### src/rtl/php_pkg.sv
// ----------------------------------------------------------------------------
// php_pkg
// shared types and constants of the packet header parser
// ----------------------------------------------------------------------------
`default_nettype none

package php_pkg;

	localparam int unsigned MTU_W      = 13;
	localparam int unsigned VARINT_W   = 28;
	localparam int unsigned CFG_IDX_W  = 2;
	localparam logic [MTU_W-1:0] MAX_MTU       = 13'd4096;
	localparam logic [MTU_W-1:0] DATA_MTU_RST  = 13'd64;
	localparam logic [MTU_W-1:0] AUDIO_MTU_RST = 13'd1024;

	localparam logic [CFG_IDX_W-1:0] REG_DATA_MTU  = 2'd0;
	localparam logic [CFG_IDX_W-1:0] REG_AUDIO_MTU = 2'd1;

	localparam logic [2:0] AUDIO_TYPE_HI = 3'b011;
	localparam int unsigned FLAG_FRAGMENT = 7;
	localparam int unsigned FLAG_FIRST    = 6;
	localparam int unsigned FLAG_RESERVED = 3;
	localparam logic [2:0] MAX_GROUPS = 3'd4;

	typedef enum logic [1:0] {
		KIND_HEADER  = 2'd0,
		KIND_PAYLOAD = 2'd1,
		KIND_ERROR   = 2'd2
	} kind_t;

	typedef enum logic [5:0] {
		PH_TYPE    = 6'b000001,
		PH_FLAGS   = 6'b000010,
		PH_SEQ     = 6'b000100,
		PH_LEN     = 6'b001000,
		PH_SECOND  = 6'b010000,
		PH_PAYLOAD = 6'b100000
	} phase_t;

	typedef struct packed {
		kind_t               kind;
		logic [6:0]          msg_type;
		logic [7:0]          flag_bits;
		logic [7:0]          seq_number;
		logic [MTU_W-1:0]    payload_length;
		logic [VARINT_W-1:0] total_or_offset;
		logic [7:0]          payload_byte;
		logic                packet_last;
	} result_t;

endpackage

`default_nettype wire

### src/rtl/php_skid.sv
// ----------------------------------------------------------------------------
// php_skid
// result register with a skid stage, so the parser keeps taking bytes
// while a result waits downstream
// ----------------------------------------------------------------------------
`default_nettype none

module php_skid (
	input  wire logic             clk,
	input  wire logic             arst_n,
	input  wire logic             res_valid,
	input  wire php_pkg::result_t res_data,
	output logic                  full,
	output logic                  out_valid,
	input  wire logic             out_stall,
	output php_pkg::result_t      out_data
);

	logic             out_valid_q;
	logic             skid_full_q;
	php_pkg::result_t out_data_q;
	php_pkg::result_t skid_data_q;
	logic             take;
	logic             load_out;
	logic             load_skid;

	assign take      = out_valid_q && !out_stall;
	assign load_out  = skid_full_q ? take : (res_valid && (!out_valid_q || take));
	assign load_skid = !skid_full_q && res_valid && out_valid_q && !take;

	always_ff @(posedge clk or negedge arst_n) begin
		if (!arst_n) begin
			out_valid_q <= 1'b0;
			skid_full_q <= 1'b0;
		end else begin
			if (load_out)
				out_valid_q <= 1'b1;
			else if (take)
				out_valid_q <= 1'b0;
			if (load_skid)
				skid_full_q <= 1'b1;
			else if (take)
				skid_full_q <= 1'b0;
		end
	end

	always_ff @(posedge clk) begin
		if (load_out)
			out_data_q <= skid_full_q ? skid_data_q : res_data;
		if (load_skid)
			skid_data_q <= res_data;
	end

	assign full      = skid_full_q;
	assign out_valid = out_valid_q;
	assign out_data  = out_data_q;

endmodule

`default_nettype wire

### src/rtl/packet_header_parser.sv
// ----------------------------------------------------------------------------
// packet_header_parser
// each result is registered, in the output register or the skid stage, after its byte transfer
// takes one byte per cycle while in_stall is low; the header state updates with each accepted byte
// a result waiting downstream parks in a skid stage; input stalls only when full
// reset clears the parse state and loads mtu defaults of 64 (data) and 1024 (audio)
// ----------------------------------------------------------------------------
`default_nettype none

module packet_header_parser (
	input  wire logic        clk,
	input  wire logic        arst_n,
	input  wire logic        cfg_write,
	input  wire logic [1:0]  cfg_index,
	input  wire logic [12:0] cfg_data,
	input  wire logic        in_valid,
	output logic             in_stall,
	input  wire logic [7:0]  data_byte,
	input  wire logic        end_of_transfer,
	output logic             out_valid,
	input  wire logic        out_stall,
	output logic [1:0]       kind,
	output logic [6:0]       msg_type,
	output logic [7:0]       flag_bits,
	output logic [7:0]       seq_number,
	output logic [12:0]      payload_length,
	output logic [27:0]      total_or_offset,
	output logic [7:0]       payload_byte,
	output logic             packet_last
);

	logic [12:0]       data_mtu_q, audio_mtu_q;
	php_pkg::phase_t   phase_q, phase_d;
	logic [7:0]        type_q, type_d;
	logic [7:0]        flags_q, flags_d;
	logic [7:0]        seq_q, seq_d;
	logic [27:0]       accum_q, accum_d;
	logic [2:0]        groups_q, groups_d;
	logic [3:0]        hdr_bytes_q, hdr_bytes_d;
	logic [27:0]       len_q, len_d;
	logic [12:0]       left_q, left_d;
	logic              drop_q, drop_d;

	logic              accept;
	logic              eot;
	logic [27:0]       shifted;
	logic [27:0]       accum_new;
	logic [2:0]        groups_inc;
	logic [3:0]        hdr_inc;
	logic [27:0]       fin_len;
	logic [28:0]       pkt_size;
	logic [12:0]       mtu_raw, mtu;
	logic              hdr_ok;
	logic              res_valid;
	php_pkg::result_t  res;
	php_pkg::result_t  err_res;
	php_pkg::result_t  out_data;
	logic              skid_full;

	assign accept = in_valid && !in_stall;
	assign eot    = end_of_transfer;

	always_ff @(posedge clk or negedge arst_n) begin
		if (!arst_n) begin
			data_mtu_q  <= php_pkg::DATA_MTU_RST;
			audio_mtu_q <= php_pkg::AUDIO_MTU_RST;
		end else if (cfg_write) begin
			unique case (cfg_index)
				php_pkg::REG_DATA_MTU:  data_mtu_q  <= cfg_data;
				php_pkg::REG_AUDIO_MTU: audio_mtu_q <= cfg_data;
				default: ;
			endcase
		end
	end

	// 7-bit group placement
	always_comb begin
		unique case (groups_q[1:0])
			2'd0: shifted = {21'd0, data_byte[6:0]};
			2'd1: shifted = {14'd0, data_byte[6:0], 7'd0};
			2'd2: shifted = {7'd0, data_byte[6:0], 14'd0};
			default: shifted = {data_byte[6:0], 21'd0};
		endcase
	end

	assign accum_new  = accum_q | shifted;
	assign groups_inc = groups_q + 3'd1;
	assign hdr_inc    = hdr_bytes_q + 4'd1;
	assign fin_len    = (phase_q == php_pkg::PH_SECOND) ? len_q : accum_new;
	assign pkt_size   = {25'd0, hdr_inc} + {1'b0, fin_len};
	assign mtu_raw    = (type_q[7:5] == php_pkg::AUDIO_TYPE_HI) ? audio_mtu_q : data_mtu_q;
	assign mtu        = (mtu_raw > php_pkg::MAX_MTU) ? php_pkg::MAX_MTU : mtu_raw;
	assign hdr_ok     = !type_q[7] && (data_byte != 8'd0) &&
		!flags_q[php_pkg::FLAG_RESERVED] &&
		(!flags_q[php_pkg::FLAG_FIRST] || flags_q[php_pkg::FLAG_FRAGMENT]);

	always_comb begin
		err_res             = '0;
		err_res.kind        = php_pkg::KIND_ERROR;
		err_res.packet_last = 1'b1;
	end

	always_comb begin
		phase_d     = phase_q;
		type_d      = type_q;
		flags_d     = flags_q;
		seq_d       = seq_q;
		accum_d     = accum_q;
		groups_d    = groups_q;
		hdr_bytes_d = hdr_bytes_q;
		len_d       = len_q;
		left_d      = left_q;
		drop_d      = drop_q;
		res_valid   = 1'b0;
		res                 = '0;
		res.msg_type        = type_q[6:0];
		res.flag_bits       = flags_q;
		res.seq_number      = seq_q;
		res.payload_length  = len_q[12:0];
		res.total_or_offset = flags_q[php_pkg::FLAG_FRAGMENT] ? accum_q : 28'd0;

		if (drop_q) begin
			if (eot) begin
				drop_d  = 1'b0;
				phase_d = php_pkg::PH_TYPE;
			end
		end else begin
			unique case (phase_q)
				php_pkg::PH_FLAGS: begin
					flags_d     = data_byte;
					hdr_bytes_d = 4'd2;
					if (eot) begin
						res_valid = 1'b1;
						res       = err_res;
						phase_d   = php_pkg::PH_TYPE;
					end else begin
						phase_d = php_pkg::PH_SEQ;
					end
				end
				php_pkg::PH_SEQ: begin
					seq_d       = data_byte;
					hdr_bytes_d = 4'd3;
					if (!hdr_ok || eot) begin
						res_valid = 1'b1;
						res       = err_res;
						phase_d   = php_pkg::PH_TYPE;
						drop_d    = !eot;
					end else begin
						accum_d  = '0;
						groups_d = '0;
						len_d    = '0;
						phase_d  = php_pkg::PH_LEN;
					end
				end
				php_pkg::PH_LEN, php_pkg::PH_SECOND: begin
					accum_d     = accum_new;
					groups_d    = groups_inc;
					hdr_bytes_d = hdr_inc;
					if (phase_q == php_pkg::PH_LEN)
						len_d = accum_new;
					if (data_byte[7]) begin
						if (groups_inc >= php_pkg::MAX_GROUPS || eot) begin
							res_valid = 1'b1;
							res       = err_res;
							phase_d   = php_pkg::PH_TYPE;
							drop_d    = !eot;
						end
					end else if (phase_q == php_pkg::PH_LEN &&
						flags_q[php_pkg::FLAG_FRAGMENT]) begin
						if (eot) begin
							res_valid = 1'b1;
							res       = err_res;
							phase_d   = php_pkg::PH_TYPE;
						end else begin
							accum_d  = '0;
							groups_d = '0;
							phase_d  = php_pkg::PH_SECOND;
						end
					end else begin
						// length, and the fragment offset if any, known
						res_valid = 1'b1;
						if (pkt_size > {16'd0, mtu}) begin
							res     = err_res;
							phase_d = php_pkg::PH_TYPE;
							drop_d  = !eot;
						end else if (fin_len == 28'd0) begin
							res.kind            = php_pkg::KIND_HEADER;
							res.payload_length  = 13'd0;
							res.total_or_offset = flags_q[php_pkg::FLAG_FRAGMENT] ?
								accum_new : 28'd0;
							res.packet_last     = 1'b1;
							phase_d             = php_pkg::PH_TYPE;
						end else if (eot) begin
							res     = err_res;
							phase_d = php_pkg::PH_TYPE;
						end else begin
							left_d              = fin_len[12:0];
							res.kind            = php_pkg::KIND_HEADER;
							res.payload_length  = fin_len[12:0];
							res.total_or_offset = flags_q[php_pkg::FLAG_FRAGMENT] ?
								accum_new : 28'd0;
							phase_d             = php_pkg::PH_PAYLOAD;
						end
					end
				end
				php_pkg::PH_PAYLOAD: begin
					res_valid = 1'b1;
					if (left_q > 13'd1) begin
						if (eot) begin
							res     = err_res;
							phase_d = php_pkg::PH_TYPE;
						end else begin
							left_d           = left_q - 13'd1;
							res.kind         = php_pkg::KIND_PAYLOAD;
							res.payload_byte = data_byte;
						end
					end else begin
						left_d           = '0;
						res.kind         = php_pkg::KIND_PAYLOAD;
						res.payload_byte = data_byte;
						res.packet_last  = 1'b1;
						phase_d          = php_pkg::PH_TYPE;
					end
				end
				default: begin
					type_d      = data_byte;
					flags_d     = '0;
					seq_d       = '0;
					len_d       = '0;
					accum_d     = '0;
					groups_d    = '0;
					hdr_bytes_d = 4'd1;
					if (eot) begin
						res_valid = 1'b1;
						res       = err_res;
						phase_d   = php_pkg::PH_TYPE;
					end else begin
						phase_d = php_pkg::PH_FLAGS;
					end
				end
			endcase
		end
	end

	always_ff @(posedge clk or negedge arst_n) begin
		if (!arst_n) begin
			phase_q     <= php_pkg::PH_TYPE;
			type_q      <= '0;
			flags_q     <= '0;
			seq_q       <= '0;
			accum_q     <= '0;
			groups_q    <= '0;
			hdr_bytes_q <= '0;
			len_q       <= '0;
			left_q      <= '0;
			drop_q      <= 1'b0;
		end else if (accept) begin
			phase_q     <= phase_d;
			type_q      <= type_d;
			flags_q     <= flags_d;
			seq_q       <= seq_d;
			accum_q     <= accum_d;
			groups_q    <= groups_d;
			hdr_bytes_q <= hdr_bytes_d;
			len_q       <= len_d;
			left_q      <= left_d;
			drop_q      <= drop_d;
		end
	end

	php_skid u_skid (
		.clk       (clk),
		.arst_n    (arst_n),
		.res_valid (accept && res_valid),
		.res_data  (res),
		.full      (skid_full),
		.out_valid (out_valid),
		.out_stall (out_stall),
		.out_data  (out_data)
	);

	assign in_stall        = skid_full;
	assign kind            = out_data.kind;
	assign msg_type        = out_data.msg_type;
	assign flag_bits       = out_data.flag_bits;
	assign seq_number      = out_data.seq_number;
	assign payload_length  = out_data.payload_length;
	assign total_or_offset = out_data.total_or_offset;
	assign payload_byte    = out_data.payload_byte;
	assign packet_last     = out_data.packet_last;

endmodule

`default_nettype wire

### config.mk
export PLATFORM = sky130hd
export DESIGN_NAME = packet_header_parser
export DESIGN_NICKNAME = d
export VERILOG_FILES = /design/src/rtl/php_pkg.sv /design/src/rtl/php_skid.sv /design/src/rtl/packet_header_parser.sv
export SDC_FILE = /design/constraint.sdc
export NUM_CORES = 1
export LEC_CHECK = 0
export BUFFER_PORTS_ARGS = -buffer_cell sky130_fd_sc_hd__buf_2
export CORE_UTILIZATION = 30
export CTS_BUF_LIST = sky130_fd_sc_hd__clkbuf_8
export DETAILED_ROUTE_END_ITERATION = 10
export GPL_TIMING_DRIVEN = 0
export PLACE_DENSITY_LB_ADDON = 0.2
export REMOVE_ABC_BUFFERS = 1
export SLEW_MARGIN = 10
export SYNTH_ARGS = -nofsm -noshare
export SYNTH_HDL_FRONTEND = slang
export SYNTH_HIERARCHICAL = 1
export SYNTH_SLANG_ARGS = --single-unit
### constraint.sdc
create_clock -name clk -period 13.2 [get_ports clk]
set_input_delay 2.64 -clock clk [delete_from_list [all_inputs] [get_ports clk]]
set_output_delay 2.64 -clock clk [all_outputs]
set_load 0.005 [all_outputs]
==> results by group, run 1 <==
Yosys
  • Synth cell types: 78
  • Synth Area in Adders: 0.0218
  • Seq/Total Area, Yosys: 0.537
  • Async S/R FF share, synth: 0.474
  • Post-synth EDFFs: 150
  • Synth area leaders: edfxtp_1 (31%), dfrtp_1 (22%), mux2_2 (7.8%)
  • Most used DFF post-synth: edfxtp_1
  • Syn Inst Count: 1373
  • Synth cell count leaders: nand2_1 (191), edfxtp_1 (150), dfrtp_1 (132), mux2_2 (102), o21ai_0 (93)
  • Post-Synth Simple-Gate Area: 0.154
  • Synth Area in Compound Gates: 0.154
  • Flops & latches, synth: 285
  • Synth Cell Area: 14700 um2
  • Post-synth top area share: 0.307
  • Most common cell in the netlist: nand2_1
  • Xor/xnor share of the synthesized area: 0.0113
  • Area leader, netlist: edfxtp_1
  • Largest family of logic cells by synthesized area: simple AND/OR/NAND/NOR gates
  • Mean post-synth cell area: 10.7 um2
  • Post-synthesis mux area share: 0.0881
  • Yosys warning count: 6

Global route
  • Met2 usage: 0.274
  • Initial antenna violation count: 1
  • Most used routing layer: met2
  • Routing usage on met3: 0.0304
  • GRT Total Usage: 0.172
  • M1 GR Usage: 0.241
  • Largest net degree at the start of global routing: 85
  • Vias in the first global route: 11025
  • Grt ovf: 0
  • First-pass GRT wire length: 66600 um

Hold path
  • Endpoint, Worst Hold: flags_q[1]
  • Worst Hold Depth: 2
  • Worst Hold Launch: flags_q[1]
  • Hold crit path type: flop to flop

Pwr
  • Pwr Density: 166 nW/um2
  • Design Power: 2820 uW
  • Peak VDD IR: 0.0000708 V
  • Leak: 0.00676 uW

Floorplanning
  • Die height: 223 um
  • Starting density of the core: 0.306
  • # IOs: 106
  • Die ar.: 49900 um2
  • Core area: 48000 um2
  • Cell Rows: 80
  • Width of the die: 223 um

Route
  • Drt pass-1 iters: 5
  • Drt wl/cell: 20.2 um
  • Antenna Nets Post-Route: 0
  • Final wirelength: 42700 um
  • DR iter-0 viols: 866
  • DR vias/cell: 5.29
  • Drc violations: 0
  • Detailed-route via count: 11182

Placement
  • Port Buffer Count: 105
  • Placed cell count: 2018
  • Routability cong.: 0.867
  • Hpwl dp: 29600 um

Critical path
  • CP Data Arrival Time: 8.60 ns
  • Nature of the critical path startpoint: input port
  • R2R Path Start: phase_q[4]
  • R2r endpoint: left_q[0]
  • Worst path required time: 13.70 ns
  • CP Capture Type: flop
  • Critical path fanouts, max: 16
  • Worst path max stage delay: 0.86 ns
  • R2r setup slk: 5.73 ns
  • Slowest cell on the critical path: a211oi_2
  • CP Class: input port to flop
  • R2R depth: 17
  • Crit-path cells: buf_2, a21oi_1, nand2_1, o21ai_0, inv_1, ha_1, inv_1, fa_1, nor2b_1, o21a_1, o221a_2, and2_1, nand2_1, xor2_1, ha_1, a22o_1, o41a_1, nor4_4, a31oi_1, a211oi_2, mux2_2

Clock tree
  • Clock-pin slew on the worst setup and hold paths: 0.06 ns
  • Clock Path Buffers: 3
  • Hold_buf cts: 0
  • Number of setup buffers added after CTS: 0
  • CTS buffer count: 52
  • H-tree levels: 2
  • CTS tree: built
  • Post-CTS sizing: 0
  • Root buffer cell: clkbuf_8
  • Worst skew pair latency: 0.64 ns
  • Sink Count: 285

STA
  • Slew headroom: 0.233
  • Min Tclk post-route: 8.10 ns
  • Tcrit/Tclk final: 0.613
  • Max-slew violation count: 0
  • FMAX: 124 MHz
  • Unrepaired setup endpoints after global routing: false
  • Final setup fails: 0
  • Final Hold Fails: 0
  • Worst-Margin Slew: 1.15 ns
  • Worst-case clock skew: 0.0444 ns

Status
  • Outcome: finished, final reports clean

Cells and area
  • Ant. Diodes: 0
  • Fin nets: 1511
  • Final core utilization: 0.353
  • Fill cells: 4909
  • Finished Layout Cells: 2114
  • Layout cell share with drive strength beyond 1: 0.222
  • Area growth syn-to-layout: 15.4%

Run
  • Max-Cap Viols: 0
registers in the layout, indices dropped and copies added, names as in the netlist:
signal / count
u_skid/out_data: 75
u_skid/skid_data_q: 75
accum_q: 28
len_q: 28
audio_mtu_q: 13
data_mtu_q: 13
left_q: 13
flags_q: 8
seq_q: 8
type_q: 8
phase_q: 6
hdr_bytes_q: 4
groups_q: 3
drop_q: 1
u_skid/full: 1
u_skid/out_valid: 1
critical path: cells and delay by family:
| family | cells | cell delay (ns) |
|---|---|---|
| AND/OR/NAND/NOR | 5 | 1.00 |
| adder cells (fa/ha/maj) | 3 | 0.98 |
| buffers and inverters | 3 | 0.55 |
| AO/OA/AOI/OAI | 8 | 2.87 |
| XOR/XNOR | 1 | 0.15 |
| multiplexers | 1 | 0.41 |
cell usage in the layout, fill, tap and decap left out, types with 24 or more instances in the layout:
| cell type | Yosys | final |
|---|---|---|
| nand4_1 | 24 | 24 |
| ha_1 | 24 | 24 |
| o21ai_0 | 93 | 93 |
| clkbuf_8 | 0 | 59 |
| o31ai_1 | 53 | 53 |
| nor3_1 | 26 | 25 |
| mux2_2 | 102 | 102 |
| nor2_1 | 67 | 64 |
| nand3_1 | 31 | 31 |
| and2_1 | 36 | 36 |
| inv_1 | 27 | 56 |
| edfxtp_1 | 150 | 150 |
| dfrtp_1 | 132 | 131 |
| buf_2 | 13 | 104 |
| a21oi_1 | 64 | 64 |
| nand2_1 | 191 | 189 |
report_power, final:
part / internal [uW] / total [uW] / switching, uW / leakage [uW]
combinational: 341 / 805 / 464 / 0.00292
clock: 430 / 815 / 385 / 0.000620
sequential: 1110 / 1200 / 85.4 / 0.00322
area by class of cell:
type	instances	area [um2]	area share
Multi-Input combinational cell	971	6390	0.377
Inverter	28	105	0.00620
Clock inverter	37	198	0.0117
Clock buffer	59	812	0.0479
Tap cell	615	769	0.0454
Timing Repair Buffer	119	792	0.0467
Sequential cell	285	7890	0.465
metrics by stage:
| stage | TNS (ns) | hold slack (ns) | setup slack [ns] | area [um2] |
|---|---|---|---|---|
| after detailed placement | 0 | 0.463 | 4.50 | 15900 |
| after global placement | -54.52 | 0.455 | -0.741 | 15600 |
| after global routing | 0 | 0.503 | 4.80 | 17000 |
| final | 0 | 0.470 | 5.10 | 17000 |
| after CTS | 0 | 0.477 | 5.18 | 17000 |
| after floorplan | 0 | 0.440 | 3.32 | 14300 |
routing by layer:
metal,part of all wire,vias up
li1,-,5286
met1,0.47,5524
met2,0.46,292
met3,0.047,80
met4,0.022,0
met5,0,-
worst max-delay path by stage:
stage,depth (start not counted),slack [ns],to,start
final,21,5.10,left_q[0],data_byte[0]
after global routing,21,4.80,left_q[0],data_byte[0]
after CTS,21,5.18,left_q[0],data_byte[0]
after detailed placement,22,4.50,u_skid/out_data[23],data_byte[0]
after global placement,8,-0.74,u_skid/out_data[34],phase_q[1]
after floorplan,7,3.32,u_skid/out_data[0],data_byte[2]
cell families (layout without fill, tap and decap cells):
logic type / after synthesis / in the layout
adders and majority gates: 25 / 25
muxes: 113 / 113
DFF: 285 / 285
xor gates and xnor gates: 19 / 19
buffers and inverters: 117 / 243
AOI/OAI and AO/OA: 349 / 349
and+or+nand+nor: 465 / 465
(Power assumes the default switching activity.)
==> inputs of run 2 (changes only) <==
==> constraint.sdc (replaced) <==
create_clock -name clk -period 7.6 [get_ports clk]
set_input_delay 1.52 -clock clk [delete_from_list [all_inputs] [get_ports clk]]
set_output_delay 1.52 -clock clk [all_outputs]
set_load 0.005 [all_outputs]
==> run 2 against run 1 <==
  * Clock-buffer cell count is the same
  * Via count is 0.30% lower
  * Largest power group unchanged
  * Routed wire length barely moved
  * Sequential cell count stayed put
  * Die area did not move
  * Largest cell class unchanged
  * Clock skew down 0.0028 ns
  * Sequential power increased by 73%
==> results by group, run 2 (synthesized netlist as in run 1, its figures left out) <==
Floorplanning
  • # IOs: 106
  • Die height: 223 um
  • Die ar.: 49900 um2
  • Starting density of the core: 0.306
  • Core area: 48000 um2
  • Width of the die: 223 um
  • Cell Rows: 80

Route
  • DR vias/cell: 5.27
  • DR iter-0 viols: 851
  • Drc violations: 0
  • Drt wl/cell: 20.2 um
  • Final wirelength: 42700 um
  • Antenna Nets Post-Route: 0
  • Detailed-route via count: 11149
  • Drt pass-1 iters: 5

Clock tree
  • Number of setup buffers added after CTS: 0
  • Clock Path Buffers: 3
  • CTS buffer count: 52
  • Hold_buf cts: 0
  • Worst skew pair latency: 0.64 ns
  • Clock-pin slew on the worst setup and hold paths: 0.06 ns
  • CTS tree: built
  • Sink Count: 285
  • Post-CTS sizing: 0
  • Root buffer cell: clkbuf_8
  • H-tree levels: 2

Hold path
  • Worst Hold Depth: 2
  • Endpoint, Worst Hold: flags_q[1]
  • Hold crit path type: flop to flop
  • Worst Hold Launch: flags_q[1]

Placement
  • Place WS: 0.0199 ns
  • Hpwl dp: 29600 um
  • Placed cell count: 2018
  • Routability cong.: 0.867
  • Port Buffer Count: 105

Cells and area
  • Fill cells: 4912
  • Finished Layout Cells: 2114
  • Multi-input gate area in the final layout: 6400 um2
  • Layout cell share with drive strength beyond 1: 0.223
  • Most common cell after layout, fill and taps aside: nand2_1
  • Ant. Diodes: 0
  • FF+latch area: 7890 um2
  • Fin nets: 1511
  • Most frequent cells in the layout: nand2_1 (189), edfxtp_1 (150), dfrtp_1 (131), buf_2 (104), mux2_2 (102)
  • Area growth syn-to-layout: 15.5%

STA
  • Worst-case clock skew: 0.0416 ns
  • Min Tclk post-route: 7.23 ns
  • Slew headroom: 0.155
  • Worst Slack Setup Final: 0.369 ns
  • Unrepaired setup endpoints after global routing: false
  • Final Hold Fails: 0
  • Final setup fails: 0
  • Tcrit/Tclk final: 0.951
  • Worst-Margin Slew: 1.26 ns
  • Max-slew violation count: 0
  • FMAX: 138 MHz

Global route
  • Largest net degree at the start of global routing: 85
  • GRT Total Usage: 0.172
  • Initial antenna violation count: 1
  • Routing usage on met3: 0.0304
  • Vias in the first global route: 11025
  • M1 GR Usage: 0.241
  • Met2 usage: 0.274
  • Grt ovf: 0
  • First-pass GRT wire length: 66600 um
  • Most used routing layer: met2

Critical path
  • R2r setup slk: 0.37 ns
  • R2R depth: 18
  • Nature of the critical path startpoint: flop
  • CP Class: flop to flop
  • CP Data Arrival Time: 7.72 ns
  • Worst path required time: 8.09 ns
  • CP Capture Type: flop
  • R2r endpoint: u_skid/out_data[24]
  • R2R Path Start: phase_q[3]
  • Critical path fanouts, max: 27

Pwr
  • Pwr Density: 289 nW/um2
  • Peak VDD IR: 0.000123 V
  • Leak: 0.00676 uW

Status
  • Outcome: finished, final reports clean

Run
  • Max-Cap Viols: 0
## run 2: worst max-delay path, cell delays in order (launching register included)
cell and delay (ns):
dfrtp_1 0.45, nor4_2 0.74, nand2_2 0.48, o21ai_0 0.67
inv_1 0.14, ha_1 0.33, a211o_1 0.12, a21oi_1 0.12
a211oi_1 0.55, nand3_1 0.30, xnor2_1 0.23, ha_1 0.22
a22o_1 0.21, o41a_1 0.46, nor4_4 0.43, nand3_2 0.58
nand2b_1 0.66, o21a_1 0.22, mux2_2 0.16
## run 2: report_power, final
| part | internal, uW | switching (uW) |
|---|---|---|
| clock | 746 | 669 |
| sequential | 1930 | 149 |
| combinational | 592 | 808 |
| total | 3270 | 1630 |
## run 2: worst max-delay path by stage
stage	start	endpoint	slack, ns	depth (start not counted)
6_report	phase_q[3]	u_skid/out_data[24]	0.37	18
5_1_grt	phase_q[3]	u_skid/out_data[15]	0.03	18
4_1_cts	phase_q[4]	left_q[0]	0.26	17
3_5_place_dp	data_byte[0]	u_skid/out_data[23]	0.02	22
3_3_place_gp	phase_q[1]	u_skid/out_data[34]	-6.34	8
2_1_floorplan	phase_q[1]	u_skid/out_data[0]	-1.48	8
## run 2: stage by stage
stage	setup TNS, ns	cell area [um2]	hold slack [ns]	total power, uW	utilization
after CTS	0	17000	0.477	4990	0.353
after floorplan	-110.74	14300	0.440	2990	-
after detailed placement	0	15900	0.463	3530	0.332
final	0	17000	0.470	4890	0.353
after global placement	-1053.55	15600	0.455	3500	0.325
after global routing	0	17000	0.503	5210	0.353
## run 2: routing by layer
| layer | wire length (um) | vias to the layer above |
|---|---|---|
| li1 | - | 5277 |
| met1 | 20000 | 5509 |
| met2 | 19700 | 299 |
| met3 | 2160 | 64 |
| met4 | 849 | 0 |
| met5 | 0 | - |
## run 2: cell type report
type | instances | share of cell area
clock inverters | 37 | 0.0117
inverters | 28 | 0.00620
multi-input cells | 971 | 0.377
clock buffers | 59 | 0.0479
flip-flops and latches | 285 | 0.465
well taps | 615 | 0.0454
repair buffers | 119 | 0.0467
==> inputs of run 3 (changes only) <==
--- a/config.mk
+++ b/config.mk
@@ -6,8 +6,10 @@
 export NUM_CORES = 1
 export LEC_CHECK = 0
 export BUFFER_PORTS_ARGS = -buffer_cell sky130_fd_sc_hd__buf_2
+export CORE_ASPECT_RATIO = 0.5
 export CORE_UTILIZATION = 30
 export CTS_BUF_LIST = sky130_fd_sc_hd__clkbuf_8
+export CTS_CLUSTER_SIZE = 20
 export DETAILED_ROUTE_END_ITERATION = 10
 export GPL_TIMING_DRIVEN = 0
 export PLACE_DENSITY_LB_ADDON = 0.2
==> run 3 against run 2 <==
  * The run now ends with design-rule violations left
  * Sequential share of layout area shrank 0.15 points
  * Routed wire length grew 6.6%
  * Fmax grew 0.50%
  * Critical endpoint is now u_skid/out_data[33]
==> results by group, run 3 (synthesized netlist as in run 1, its figures left out) <==
Status
  • Failing checks: design-rule violations
  • Outcome: finished with violations

Global route
  • M1 GR Usage: 0.262
  • Largest net degree at the start of global routing: 71
  • Routing usage on met3: 0.0405
  • Most used routing layer: met2
  • Initial antenna violation count: 0
  • Vias in the first global route: 11382
  • Met2 usage: 0.280
  • First-pass GRT wire length: 69800 um
  • Grt ovf: 0
  • GRT Total Usage: 0.182

Placement
  • Cell Area, Placed: 16000 um2
  • Port Buffer Count: 105
  • Routability cong.: 0.902
  • Hpwl dp: 31800 um

STA
  • Final Hold Slack: 0.472 ns
  • Max-slew violation count: 0
  • Final setup fails: 0
  • Tcrit/Tclk final: 0.947
  • FMAX: 139 MHz
  • Worst-case clock skew: 0.0538 ns
  • Min Tclk post-route: 7.20 ns
  • Final Hold Fails: 0
  • Unrepaired setup endpoints after global routing: false
  • Worst-Margin Slew: 1.23 ns
  • Slew headroom: 0.178

Clock tree
  • H-tree levels: 2
  • Sink Count: 285
  • Clock Path Buffers: 3
  • CTS buffer count: 47
  • CTS tree: built
  • Worst skew pair latency: 0.62 ns
  • Number of setup buffers added after CTS: 0
  • Clock-pin slew on the worst setup and hold paths: 0.06 ns
  • Root buffer cell: clkbuf_8

Cells and area
  • Layout cell share with drive strength beyond 1: 0.227
  • Fill cells: 4718
  • Final core utilization: 0.358
  • Fin nets: 1511
  • FF+latch area: 7890 um2
  • Ant. Diodes: 0
  • Most common cell after layout, fill and taps aside: nand2_1
  • Final instance area: 17000 um2
  • Area growth syn-to-layout: 15.8%
  • Most frequent cells in the layout: nand2_1 (189), edfxtp_1 (150), dfrtp_1 (131), buf_2 (104), mux2_2 (102)
  • Multi-input gate area in the final layout: 6390 um2

Hold path
  • Worst Hold Launch: seq_q[3]
  • Hold crit path type: flop to flop
  • Worst Hold Depth: 2
  • Endpoint, Worst Hold: seq_q[3]

Critical path
  • Nature of the critical path startpoint: input port
  • Worst path max stage delay: 0.74 ns
  • CP Class: input port to flop
  • R2R depth: 22
  • Critical path fanouts, max: 27
  • Slowest cell on the critical path: o21ai_0
  • R2r endpoint: u_skid/out_data[33]
  • CP Data Arrival Time: 7.64 ns
  • R2R Path Start: groups_q[0]
  • R2r setup slk: 0.45 ns
  • Worst path required time: 8.05 ns
  • CP Capture Type: flop
  • Crit-path cells: buf_2, a21oi_1, nand2_1, o21ai_0, inv_1, ha_1, inv_1, fa_1, nor2b_1, o21a_1, o221a_2, and2_1, nand2_1, xor2_1, ha_1, a22o_1, o41a_1, nor4_4, nand3_2, o21ai_0, mux2_2

Pwr
  • Pwr Density: 289 nW/um2
  • Peak VDD IR: 0.000137 V
  • Design Power: 4920 uW
  • Leak: 0.00674 uW

Route
  • Antenna Nets Post-Route: 0
  • Drt pass-1 iters: 8
  • Drc violations: 4
  • DR iter-0 viols: 1081
  • DR vias/cell: 5.42
  • Final wirelength: 45600 um
  • Detailed-route via count: 11565
  • Drt wl/cell: 21.3 um

Run
  • Max-Cap Viols: 0

Floorplanning
  • # IOs: 106
  • Die ar.: 49900 um2
  • Core area: 47600 um2
  • Cell Rows: 56
  • Starting density of the core: 0.309
  • Width of the die: 315 um
  • Die height: 158 um
[run 3: cell count changes in the layout (fill, tap and decap cells not counted), moves of 2 or more]
cell      previous run  this run
clkbuf_8            59        55
buf_16               3         5
clkinv_1             2         4
inv_1               56        46
buf_4                3         6
clkinv_2             3         6
[run 3: repair_timing]
item / in CTS / in global routing
hold buffers: 0 / 0
setup endpoints to repair: 0 / 57
gates resized for setup: 0 / 2
[run 3: metrics by stage]
step	std cells	setup slack [ns]	setup TNS [ns]
6_report	2134	0.405	0
5_1_grt	2134	0.0420	0
4_1_cts	2134	0.0236	0
3_5_place_dp	2046	-0.262	-3.38
3_3_place_gp	2027	-6.32	-1124.82
2_1_floorplan	1284	-1.48	-110.74
[run 3: worst max-delay path: cells and delay by family]
family / cells / cell delay (ns)
muxes: 1 / 0.26
buffers and inverters: 3 / 0.58
AOI/OAI and AO/OA: 7 / 2.36
and+or+nand+nor: 6 / 1.71
xor gates and xnor gates: 1 / 0.15
adders and majority gates: 3 / 1.03
[run 3: power breakdown]
part / total [uW] / internal (uW) / leakage (uW) / switching [uW]
sequential: 2100 / 1930 / 0.00322 / 171
clock: 1400 / 734 / 0.000565 / 667
combinational: 1420 / 599 / 0.00296 / 823
total: 4920 / 3260 / 0.00674 / 1660
[run 3: how the worst max path moves through the flow]
stage / from / slack (ns) / cells past startpoint / end
3_5_place_dp: data_byte[0] / -0.26 / 22 / u_skid/out_data[36]
5_1_grt: groups_q[0] / 0.04 / 22 / u_skid/out_data[33]
3_3_place_gp: phase_q[1] / -6.32 / 8 / u_skid/out_data[47]
2_1_floorplan: phase_q[1] / -1.48 / 8 / u_skid/out_data[0]
4_1_cts: phase_q[4] / 0.02 / 18 / u_skid/out_data[36]
6_report: data_byte[0] / 0.40 / 21 / u_skid/out_data[33]
[run 3: layer usage]
metal / vias to the layer above / wire [um]
met1: 5846 / 21600
met3: 56 / 3250
met5: - / 0
met4: 0 / 639
met2: 378 / 20100
li1: 5285 / -
[run 3: cell type report]
type | count | area share
well taps | 638 | 0.0469
clock inverters | 33 | 0.0121
inverters | 28 | 0.00618
repair buffers | 124 | 0.0511
flip-flops and latches | 285 | 0.464
multi-input cells | 971 | 0.376
clock buffers | 55 | 0.0445
